<file path="config.mk">
export PLATFORM = sky130hd
export DESIGN_NAME = kmp_pattern_matcher_flat
export DESIGN_NICKNAME = d
export VERILOG_FILES = /design/src/hdl/kmp_pkg.sv /design/src/hdl/kmp_chan_if.sv /design/src/hdl/kmp_cell.sv /design/src/hdl/kmp_rsp_queue.sv /design/src/hdl/kmp_pattern_matcher.sv /design/src/flat_wrapper.sv
export SDC_FILE = /design/constraint.sdc
export NUM_CORES = 1
export LEC_CHECK = 0
export ABC_AREA = 1
export CAP_MARGIN = 15
export CORE_ASPECT_RATIO = 1.4
export CORE_UTILIZATION = 46
export CTS_CLUSTER_DIAMETER = 120
export DETAILED_ROUTE_END_ITERATION = 8
export DONT_BUFFER_PORTS = 1
export PLACE_DENSITY = 0.68
export REMOVE_ABC_BUFFERS = 1
export SLEW_MARGIN = 20
export SYNTH_ARGS = -nofsm -noshare
export SYNTH_HDL_FRONTEND = slang
export SYNTH_SLANG_ARGS = --single-unit
</file>
<file path="constraint.sdc">
create_clock -name clock -period 25.8 [get_ports clock]
set_clock_uncertainty 0.1 [all_clocks]
set_input_delay 1.29 -clock clock [delete_from_list [all_inputs] [get_ports clock]]
set_output_delay 1.29 -clock clock [all_outputs]
set_load 0.1 [all_outputs]
</file>
<file path="src/hdl/kmp_pkg.sv">
// Shared types and constants for the KMP pattern matcher.
`timescale 1ns / 1ps

package kmp_pkg;

   localparam int MaxPatternDefault   = 64;
   localparam int PositionBitsDefault = 32;
   localparam int MatchBits           = 32;
   localparam int ByteBits            = 8;

   typedef logic [ByteBits-1:0]  byte_type;
   typedef logic [MatchBits-1:0] match_type;

   localparam logic CMD_PATTERN = 1'b0;
   localparam logic CMD_TEXT    = 1'b1;

   // Control broadcast to every cell of the row.
   typedef struct packed {
      logic load;   // shift a pattern byte into the row
      logic step;   // match a text byte against a closed pattern
      logic fresh;  // text byte starts a new text
   } cell_ctrl_type;

endpackage

</file>
<file path="src/hdl/kmp_chan_if.sv">
// Valid/ready channel interfaces for the request and response sides.
`timescale 1ns / 1ps

interface kmp_req_if;
   import kmp_pkg::*;

   logic     valid;
   logic     ready;
   logic     command;
   byte_type byte_value;
   logic     pattern_end;
   logic     new_text;

   modport source (output valid, output command, output byte_value, output pattern_end,
                   output new_text, input ready);
   modport sink   (input valid, input command, input byte_value, input pattern_end,
                   input new_text, output ready);
endinterface

interface kmp_rsp_if;
   import kmp_pkg::*;

   logic      valid;
   logic      ready;
   match_type match_start;

   modport source (output valid, output match_start, input ready);
   modport sink   (input valid, input match_start, output ready);
endinterface

</file>
<file path="src/hdl/kmp_cell.sv">
// One cell of the matcher row: a pattern byte and one partial-match bit.
`timescale 1ns / 1ps

module kmp_cell (
   input  logic                   clock,
   input  logic                   reset,
   input  kmp_pkg::cell_ctrl_type ctrl,
   input  kmp_pkg::byte_type      text_byte,
   input  kmp_pkg::byte_type      load_byte,
   input  logic                   load_valid,
   input  logic                   chain_in,
   output kmp_pkg::byte_type      char_out,
   output logic                   valid_out,
   output logic                   chain_out,
   output logic                   hit
);
   import kmp_pkg::*;

   byte_type char_ff;
   logic     valid_ff;
   logic     state_ff;

   // The pattern prefix ending at this cell's byte matches the text ending at the current byte.
   assign hit       = valid_ff && (text_byte == char_ff) && chain_in;
   // A cell past the end of the pattern passes an unconditional match.
   assign chain_out = valid_ff ? (state_ff && !ctrl.fresh) : 1'b1;
   assign char_out  = char_ff;
   assign valid_out = valid_ff;

   always_ff @(posedge clock) begin
      if (ctrl.load) begin
         char_ff <= load_byte;
      end
   end

   always_ff @(posedge clock) begin
      if (reset) begin
         valid_ff <= 1'b0;
         state_ff <= 1'b0;
      end else if (ctrl.load) begin
         valid_ff <= load_valid;
         state_ff <= 1'b0;
      end else if (ctrl.step) begin
         state_ff <= hit;
      end
   end

endmodule

</file>
<file path="src/hdl/kmp_rsp_queue.sv">
// Two-entry response queue that decouples the cell row from the result sink.
`timescale 1ns / 1ps

module kmp_rsp_queue (
   input  logic               clock,
   input  logic               reset,
   input  logic               push,
   input  kmp_pkg::match_type push_data,
   output logic               space,
   kmp_rsp_if.source          rsp_chan
);
   import kmp_pkg::*;

   match_type  slot_ff [2];
   logic [1:0] count_ff;
   logic [1:0] count_in;
   logic       rd_ff;
   logic       rd_in;
   logic       wr_idx;
   logic       pop;

   assign pop                  = rsp_chan.valid && rsp_chan.ready;
   assign rsp_chan.valid       = count_ff != 2'd0;
   assign rsp_chan.match_start = slot_ff[rd_ff];
   assign space                = count_ff != 2'd2;
   assign wr_idx               = rd_ff ^ count_ff[0];
   assign rd_in                = pop ? !rd_ff : rd_ff;

   always_comb begin
      unique case ({push, pop})
         2'b10:   count_in = count_ff + 2'd1;
         2'b01:   count_in = count_ff - 2'd1;
         default: count_in = count_ff;
      endcase
   end

   always_ff @(posedge clock) begin
      if (push) begin
         slot_ff[wr_idx] <= push_data;
      end
   end

   always_ff @(posedge clock) begin
      if (reset) begin
         count_ff <= 2'd0;
         rd_ff    <= 1'b0;
      end else begin
         count_ff <= count_in;
         rd_ff    <= rd_in;
      end
   end

   a_no_overflow: assert property (@(posedge clock) disable iff (reset)
      push |-> (space || pop))
      else $error("response queue overflow");

   a_count_range: assert property (@(posedge clock) disable iff (reset)
      count_ff != 2'd3)
      else $error("response queue count out of range");

   a_pop_drains: assert property (@(posedge clock) disable iff (reset)
      (pop && !push) |=> (count_ff == $past(count_ff) - 2'd1))
      else $error("response queue count did not drop on pop");

endmodule

</file>
<file path="src/hdl/kmp_pattern_matcher.sv">
// Top level of the KMP pattern matcher: cell row, text position and output queue.
`timescale 1ns / 1ps

// Pattern bytes shift into a row of MAX_PATTERN cells, the last pattern byte in
// cell 0; each cell holds one pattern byte and one partial-match bit that it
// hands to its neighbor toward cell 0 on every text byte, and a full match is
// seen at cell 0 in the cycle the completing text byte is accepted. Every item,
// pattern or text, is handled as it is accepted; closing a pattern adds no step.
// Items are accepted while the two-entry response queue has room, so a stalled
// result sink holds off the request side only once two results are waiting. A
// result leaves the queue in the cycle after its item at the earliest. Text
// position saturates at 2^POSITION_BITS - 1; match_start is the low 32 bits of
// the start offset, clamped at zero. There is no clearing pass after reset.
module kmp_pattern_matcher #(
   parameter int MAX_PATTERN   = kmp_pkg::MaxPatternDefault,
   parameter int POSITION_BITS = kmp_pkg::PositionBitsDefault
) (
   input  logic    clock,
   input  logic    reset,
   kmp_req_if.sink   req_chan,
   kmp_rsp_if.source rsp_chan
);
   import kmp_pkg::*;

   localparam int SizeW = $clog2(MAX_PATTERN + 1);
   localparam int CmpW  = (POSITION_BITS > SizeW) ? POSITION_BITS : SizeW;
   localparam int ExtW  = (CmpW > MatchBits) ? CmpW : MatchBits;
   localparam logic [POSITION_BITS-1:0] PosMax = {POSITION_BITS{1'b1}};

   logic [SizeW-1:0]         size_ff;
   logic [SizeW-1:0]         size_in;
   logic                     closed_ff;
   logic                     closed_in;
   logic [POSITION_BITS-1:0] pos_ff;
   logic [POSITION_BITS-1:0] pos_in;
   logic [POSITION_BITS-1:0] pos_base;

   logic          accept;
   logic          is_text;
   logic          has_room;
   logic          space;
   logic          push;
   cell_ctrl_type ctrl;

   byte_type char_link  [MAX_PATTERN];
   logic     valid_link [MAX_PATTERN];
   logic     hit_link   [MAX_PATTERN];
   logic     chain_link [MAX_PATTERN+1];

   logic [CmpW-1:0] pos_wide;
   logic [CmpW-1:0] back_wide;
   logic [CmpW-1:0] start_wide;
   logic [ExtW-1:0] start_ext;

   assign req_chan.ready = space;
   assign accept         = req_chan.valid && req_chan.ready;
   assign is_text        = req_chan.command == CMD_TEXT;
   assign has_room       = size_ff < SizeW'(MAX_PATTERN);

   assign ctrl.load  = accept && !is_text && (closed_ff || has_room);
   assign ctrl.step  = accept && is_text && closed_ff;
   assign ctrl.fresh = req_chan.new_text;

   assign chain_link[MAX_PATTERN] = 1'b1;

   for (genvar k = 0; k < MAX_PATTERN; k++) begin : g_cell
      byte_type load_byte;
      logic     load_valid;

      if (k == 0) begin : g_head
         assign load_byte  = req_chan.byte_value;
         assign load_valid = 1'b1;
      end else begin : g_body
         // A byte that starts a new pattern drops the old one from the row.
         assign load_byte  = char_link[k-1];
         assign load_valid = valid_link[k-1] && !closed_ff;
      end

      kmp_cell u_cell (
         .clock      (clock),
         .reset      (reset),
         .ctrl       (ctrl),
         .text_byte  (req_chan.byte_value),
         .load_byte  (load_byte),
         .load_valid (load_valid),
         .chain_in   (chain_link[k+1]),
         .char_out   (char_link[k]),
         .valid_out  (valid_link[k]),
         .chain_out  (chain_link[k]),
         .hit        (hit_link[k])
      );
   end

   // Position of this text byte within the current text.
   assign pos_base   = req_chan.new_text ? '0 : pos_ff;
   assign pos_in     = (pos_base < PosMax) ? pos_base + 1'b1 : pos_base;
   assign pos_wide   = CmpW'(pos_base);
   assign back_wide  = CmpW'(size_ff - 1'b1);
   assign start_wide = (pos_wide >= back_wide) ? pos_wide - back_wide : '0;
   assign start_ext  = ExtW'(start_wide);

   assign push = ctrl.step && hit_link[0];

   always_comb begin
      size_in   = size_ff;
      closed_in = closed_ff;
      if (accept && !is_text) begin
         if (closed_ff) begin
            size_in = SizeW'(1);
         end else if (has_room) begin
            size_in = size_ff + 1'b1;
         end
         closed_in = req_chan.pattern_end;
      end
   end

   always_ff @(posedge clock) begin
      if (reset) begin
         size_ff   <= '0;
         closed_ff <= 1'b0;
         pos_ff    <= '0;
      end else begin
         size_ff   <= size_in;
         closed_ff <= closed_in;
         if (accept && is_text) begin
            pos_ff <= pos_in;
         end
      end
   end

   kmp_rsp_queue u_queue (
      .clock     (clock),
      .reset     (reset),
      .push      (push),
      .push_data (start_ext[MatchBits-1:0]),
      .space     (space),
      .rsp_chan  (rsp_chan)
   );

   a_closed_nonempty: assert property (@(posedge clock) disable iff (reset)
      closed_ff |-> (size_ff != '0))
      else $error("closed pattern has no bytes");

   a_size_bound: assert property (@(posedge clock) disable iff (reset)
      size_ff <= SizeW'(MAX_PATTERN))
      else $error("pattern size beyond row length");

   a_head_valid: assert property (@(posedge clock) disable iff (reset)
      (size_ff != '0) |-> valid_link[0])
      else $error("head cell empty with a pattern loaded");

   a_push_closed: assert property (@(posedge clock) disable iff (reset)
      push |-> (closed_ff && is_text && accept))
      else $error("match reported without a closed pattern");

endmodule

</file>
<file path="src/flat_wrapper.sv">
// flat-port wrapper written by rule: the top's interface ports become plain ports
module kmp_pattern_matcher_flat import kmp_pkg::*;
#(
   parameter int MAX_PATTERN   = kmp_pkg::MaxPatternDefault,
   parameter int POSITION_BITS = kmp_pkg::PositionBitsDefault
)
  (clock, reset, req_chan_valid, req_chan_command, req_chan_byte_value, req_chan_pattern_end, req_chan_new_text, req_chan_ready, rsp_chan_valid, rsp_chan_match_start, rsp_chan_ready);
  kmp_req_if req_chan_i ();
  kmp_rsp_if rsp_chan_i ();
  input  logic clock;
  input  logic reset;
  input wire logic [$bits(req_chan_i.valid)-1:0] req_chan_valid;
  input wire logic [$bits(req_chan_i.command)-1:0] req_chan_command;
  input wire logic [$bits(req_chan_i.byte_value)-1:0] req_chan_byte_value;
  input wire logic [$bits(req_chan_i.pattern_end)-1:0] req_chan_pattern_end;
  input wire logic [$bits(req_chan_i.new_text)-1:0] req_chan_new_text;
  output wire logic [$bits(req_chan_i.ready)-1:0] req_chan_ready;
  output wire logic [$bits(rsp_chan_i.valid)-1:0] rsp_chan_valid;
  output wire logic [$bits(rsp_chan_i.match_start)-1:0] rsp_chan_match_start;
  input wire logic [$bits(rsp_chan_i.ready)-1:0] rsp_chan_ready;
  assign req_chan_i.valid = req_chan_valid;
  assign req_chan_i.command = req_chan_command;
  assign req_chan_i.byte_value = req_chan_byte_value;
  assign req_chan_i.pattern_end = req_chan_pattern_end;
  assign req_chan_i.new_text = req_chan_new_text;
  assign req_chan_ready = req_chan_i.ready;
  assign rsp_chan_valid = rsp_chan_i.valid;
  assign rsp_chan_match_start = rsp_chan_i.match_start;
  assign rsp_chan_i.ready = rsp_chan_ready;
  kmp_pattern_matcher #(.MAX_PATTERN(MAX_PATTERN), .POSITION_BITS(POSITION_BITS)) u_core (.clock(clock), .reset(reset), .req_chan(req_chan_i), .rsp_chan(rsp_chan_i));
endmodule
</file>
==> run_summary.xml <==
<?xml version="1.0" encoding="UTF-8"?>
<metrics>
  <group name="place">
    <metric name="place.gp.congestion" unit="">0.942</metric>
    <metric name="dp_cells" unit="">4250</metric>
    <metric name="port_buffers" unit="">0</metric>
    <metric name="detailed_place_hpwl" unit="mm">46.9</metric>
    <metric name="post-place-ws" unit="ns">20.90</metric>
  </group>
  <group name="finish">
    <metric name="fin_cells" unit="">4382</metric>
    <metric name="filler_cell_count_in_the_final_layout" unit="">6533</metric>
    <metric name="drive_gt1_share" unit="%">6.93</metric>
    <metric name="antenna-diode-count" unit="">0</metric>
    <metric name="ff_latch_area" unit="sq um">20700</metric>
    <metric name="multi_input_logic_area" unit="sq um">11800</metric>
    <metric name="final_nets" unit="">3416</metric>
    <metric name="growth_of_design_area_from_synthesis_to_finish" unit="%">8.93</metric>
  </group>
  <group name="timing">
    <metric name="unrepaired_setup_endpoints_after_global_routing" unit="">no</metric>
    <metric name="setup_slack" unit="ns">21.18</metric>
    <metric name="hold_ws" unit="ns">0.342</metric>
    <metric name="finalMaxSlewViolations" unit="">0</metric>
    <metric name="final.period_utilization" unit="%">17.9</metric>
    <metric name="hold_viol_final" unit="">0</metric>
    <metric name="final.setup.tns" unit="ns">0</metric>
    <metric name="measured_slew_at_the_worst_slew_check_pin" unit="ns">1.08</metric>
    <metric name="period_needed" unit="ns">4.62</metric>
    <metric name="max_freq" unit="GHz">0.217</metric>
    <metric name="max_slew_margin" unit="%">28.3</metric>
    <metric name="setup_viol" unit="">0</metric>
  </group>
  <group name="global_routing">
    <metric name="grt_pass1_vias" unit="">23807</metric>
    <metric name="globalRouteOverflowTotal" unit="">0</metric>
    <metric name="antenna_found_initial" unit="">0</metric>
    <metric name="pin_count_of_the_biggest_net_entering_global_routing" unit="">187</metric>
    <metric name="wire_length_of_the_first_global_routing_pass" unit="mm">123</metric>
    <metric name="grt.total_usage" unit="%">20.1</metric>
  </group>
  <group name="critical_path">
    <metric name="startpoint_type" unit="">flip-flop</metric>
    <metric name="setup.worst_path.class" unit="">flip-flop to flip-flop</metric>
    <metric name="worst_r2r_endpoint" unit="">u_core.g_cell[37].u_cell.char_out[0]</metric>
    <metric name="rr_worst_depth" unit="">8</metric>
    <metric name="crit_slowest_cell" unit="">buf_4</metric>
    <metric name="r2r_setup_slack" unit="ns">21.18</metric>
    <metric name="cpPeakStageDelay" unit="ns">0.91</metric>
    <metric name="regToRegStartpoint" unit="">u_core.u_queue.count_ff[0]</metric>
    <metric name="critical_path.top_delay_family" unit="">buffers and inverters</metric>
    <metric name="cp_max_fo" unit="">111</metric>
    <metric name="timing.critical_path.buf_inv" unit="">3</metric>
    <metric name="timing.critical_path.cells" unit="">inv_2 &gt; nand2_2 &gt; nand2_2 &gt; nor2_4 &gt; nand2_1 &gt; nand2_8 &gt; buf_4 &gt; buf_4</metric>
    <metric name="critPathRequiredTime" unit="ns">25.95</metric>
    <metric name="critPathCaptureType" unit="">flip-flop</metric>
    <metric name="arrival" unit="ns">4.77</metric>
  </group>
  <group name="power_and_ir_drop">
    <metric name="power.clock.fraction" unit="%">42.7</metric>
    <metric name="vdd.ir_drop.worst" unit="V">0.0000525</metric>
    <metric name="p_leak" unit="nW">13.5</metric>
    <metric name="p_seq_share" unit="%">52.2</metric>
    <metric name="power.density" unit="nW/um^2">69.6</metric>
    <metric name="power.share.switching" unit="%">22.4</metric>
    <metric name="pwr-share-comb" unit="%">5.1</metric>
    <metric name="cellInternalPower" unit="mW">2.02</metric>
    <metric name="netSwitchingPower" unit="mW">0.586</metric>
  </group>
  <group name="route">
    <metric name="via_per_instance_ratio" unit="">5.45</metric>
    <metric name="drt_iter0_drc" unit="">1926</metric>
    <metric name="drc_errors" unit="">0</metric>
    <metric name="drt_wl_total" unit="mm">75.8</metric>
    <metric name="drt_first_pass_iters" unit="">7</metric>
    <metric name="route.antenna.remaining_nets" unit="">0</metric>
    <metric name="num_vias" unit="">23903</metric>
    <metric name="drt-wirelength-per-cell" unit="microns">17.3</metric>
  </group>
  <group name="die">
    <metric name="core" unit="sq um">74000</metric>
    <metric name="std_cell_rows" unit="">118</metric>
    <metric name="die_area" unit="sq um">76000</metric>
    <metric name="pin_count" unit="">49</metric>
    <metric name="start_util" unit="%">46.5</metric>
    <metric name="die_w" unit="microns">233</metric>
    <metric name="floorplan.die.height" unit="microns">326</metric>
  </group>
  <group name="yosys">
    <metric name="yosys_warnings" unit="">0</metric>
    <metric name="synth.avg_cell_area" unit="sq um">10.1</metric>
    <metric name="synth_edf_count" unit="">576</metric>
    <metric name="synth.cells.most_frequent" unit="">nand2_1, edfxtp_1, o21ai_0</metric>
    <metric name="number_of_distinct_standard_cells_referenced_by_the_synthesized_netlist" unit="">46</metric>
    <metric name="mappedNetlistArea" unit="sq um">34400</metric>
    <metric name="synth-async-reset-ratio" unit="%">0</metric>
    <metric name="yosys_most_used_dff" unit="">edfxtp_1</metric>
    <metric name="synth_largest_area_cell" unit="">edfxtp_1</metric>
    <metric name="ys_top_cells_by_area" unit="">edfxtp_1, dfxtp_1, nand2_1</metric>
    <metric name="top_area_cell_type_share_of_the_netlist_area" unit="%">50.2</metric>
    <metric name="synth_most_common_cell" unit="">nand2_1</metric>
    <metric name="yosysSeqAreaShare" unit="%">60.2</metric>
    <metric name="total_of_flip_flops_plus_latches_after_synthesis" unit="">747</metric>
    <metric name="netlist_instances" unit="">3424</metric>
  </group>
  <group name="clock_network">
    <metric name="cts_root_buf" unit="">clkbuf_16</metric>
    <metric name="cts.sink_count" unit="">747</metric>
    <metric name="tritoncts.num_buffers" unit="">72</metric>
    <metric name="post_cts_buffers" unit="">0</metric>
    <metric name="cts_max_path_buffers" unit="">3</metric>
    <metric name="cts.hold.buffers_added" unit="">0</metric>
    <metric name="h-tree-depth" unit="">3</metric>
    <metric name="cts-resized-gates" unit="">0</metric>
    <metric name="tritoncts_clock_tree" unit="">done</metric>
    <metric name="clk-insertion-delay-late" unit="ns">0.63</metric>
    <metric name="cts.reportedPaths.clkPinSlew" unit="ns">0.06</metric>
  </group>
  <group name="worst_hold_path">
    <metric name="min-delay-start" unit="">u_core.g_cell[38].u_cell.char_out[0]</metric>
    <metric name="min_delay_path_depth" unit="">0</metric>
    <metric name="holdCritPathClass" unit="">flip-flop to flip-flop</metric>
    <metric name="timing.hold.worst_endpoint" unit="">u_core.g_cell[39].u_cell.char_out[0]</metric>
  </group>
  <group name="flow_run">
    <metric name="maxCapViolCount" unit="">0</metric>
  </group>
  <group name="run_status">
    <metric name="status" unit="">finished clean</metric>
  </group>
</metrics>
worst register-to-register path: stages (launching register included):
cell and delay (ns):
dfxtp_1 0.46, inv_2 0.06, nand2_2 0.41, nand2_2 0.22, nor2_4 0.20, nand2_1 0.18, nand2_8 0.66, buf_4 0.98
buf_4 0.91
registers in the layout, indices dropped and copies added (netlist names), named ones only:
| register | flops |
|---|---|
| u_core.closed_ff | 1 |
| u_core.g_cell.u_cell.char_out | 512 |
| u_core.g_cell.u_cell.state_ff | 63 |
| u_core.g_cell.u_cell.valid_out | 64 |
| u_core.pos_ff | 32 |
| u_core.size_ff | 7 |
| u_core.u_queue.count_ff | 2 |
| u_core.u_queue.rd_ff | 1 |
| u_core.u_queue.slot_ff | 64 |
how the worst max path moves through the flow:
stage / startpoint / end / slack [ns] / cells past startpoint
floorplan: req_chan_valid / u_core.g_cell[63].u_cell.valid_out / 15.24 / 7
global placement: req_chan_new_text / u_core.u_queue.slot_ff[0][18] / 20.93 / 15
detailed placement: req_chan_new_text / u_core.u_queue.slot_ff[0][11] / 20.90 / 15
CTS: u_core.u_queue.count_ff[0] / u_core.g_cell[38].u_cell.char_out[1] / 21.16 / 8
global route: u_core.u_queue.count_ff[0] / u_core.g_cell[37].u_cell.char_out[0] / 20.88 / 8
finish: u_core.u_queue.count_ff[0] / u_core.g_cell[37].u_cell.char_out[0] / 21.18 / 8
power by group through the flow:
stage | Combinational, mW | Clock [mW] | Sequential (mW)
3_3_place_gp | 0.133 | 0 | 1.39
2_1_floorplan | 0.0993 | 0 | 1.39
4_1_cts | 0.136 | 1.14 | 1.36
5_1_grt | 0.152 | 1.18 | 1.37
3_5_place_dp | 0.135 | 0 | 1.39
6_report | 0.134 | 1.11 | 1.36
cell families (layout without fill, tap and decap cells):
logic type,after synthesis,count (layout),share of synthesized area (%)
XOR/XNOR,215,215,5.47
adder cells (fa/ha/maj),37,37,1.37
AO/OA/AOI/OAI,691,691,10.5
multiplexers,32,32,1.05
buffers and inverters,442,440,5.46
AND/OR/NAND/NOR,1260,1260,15.9
flip-flops,747,747,60.2
layer usage:
layer | wire [microns] | GRT usage (%) | vias to the layer above | part of all wire, %
met5 | 0 | 0 | - | 0
met4 | 2160 | 7.39 | 0 | 2.9
met3 | 3250 | 2.63 | 124 | 4.3
met2 | 38400 | 35.5 | 548 | 51
met1 | 31900 | 25.0 | 11547 | 42
li1 | - | - | 11684 | -
stage by stage:
| stage | utilization [%] | area, sq um | power, mW |
|---|---|---|---|
| floorplan | - | 33600 | 1.49 |
| global placement | 47.3 | 35000 | 1.52 |
| detailed placement | 47.3 | 35000 | 1.52 |
| CTS | 50.7 | 37500 | 2.63 |
| global route | 50.7 | 37500 | 2.70 |
| finish | 50.7 | 37500 | 2.61 |
area by class of cell:
class,instances,share of cell area [%]
repair buffers,18,0.394
multi-input cells,2235,31.6
clock buffers,94,5.35
inverters,290,2.94
well taps,960,3.20
clock inverters,38,1.27
flip-flops and latches,747,55.2
cell usage in the layout, fill, tap and decap left out, drive strengths merged, types with 2 or more instances in the layout:
master and instances:
nand2 717, edfxtp 576, o21ai 362, inv 292, a21oi 232, nor2 232, dfxtp 171, xor2 158
nand3 125, clkbuf 94, o22ai 75, nor4 72, nor3 64, xnor2 57, ha 36, mux2 32
clkinv 25, nand4 24, or2 21, buf 18, bufinv 9, o21bai 7, o2111ai 7, nand3b 3
o211ai 3, a221oi 2, clkinvlp 2
(Power assumes the default switching activity.)
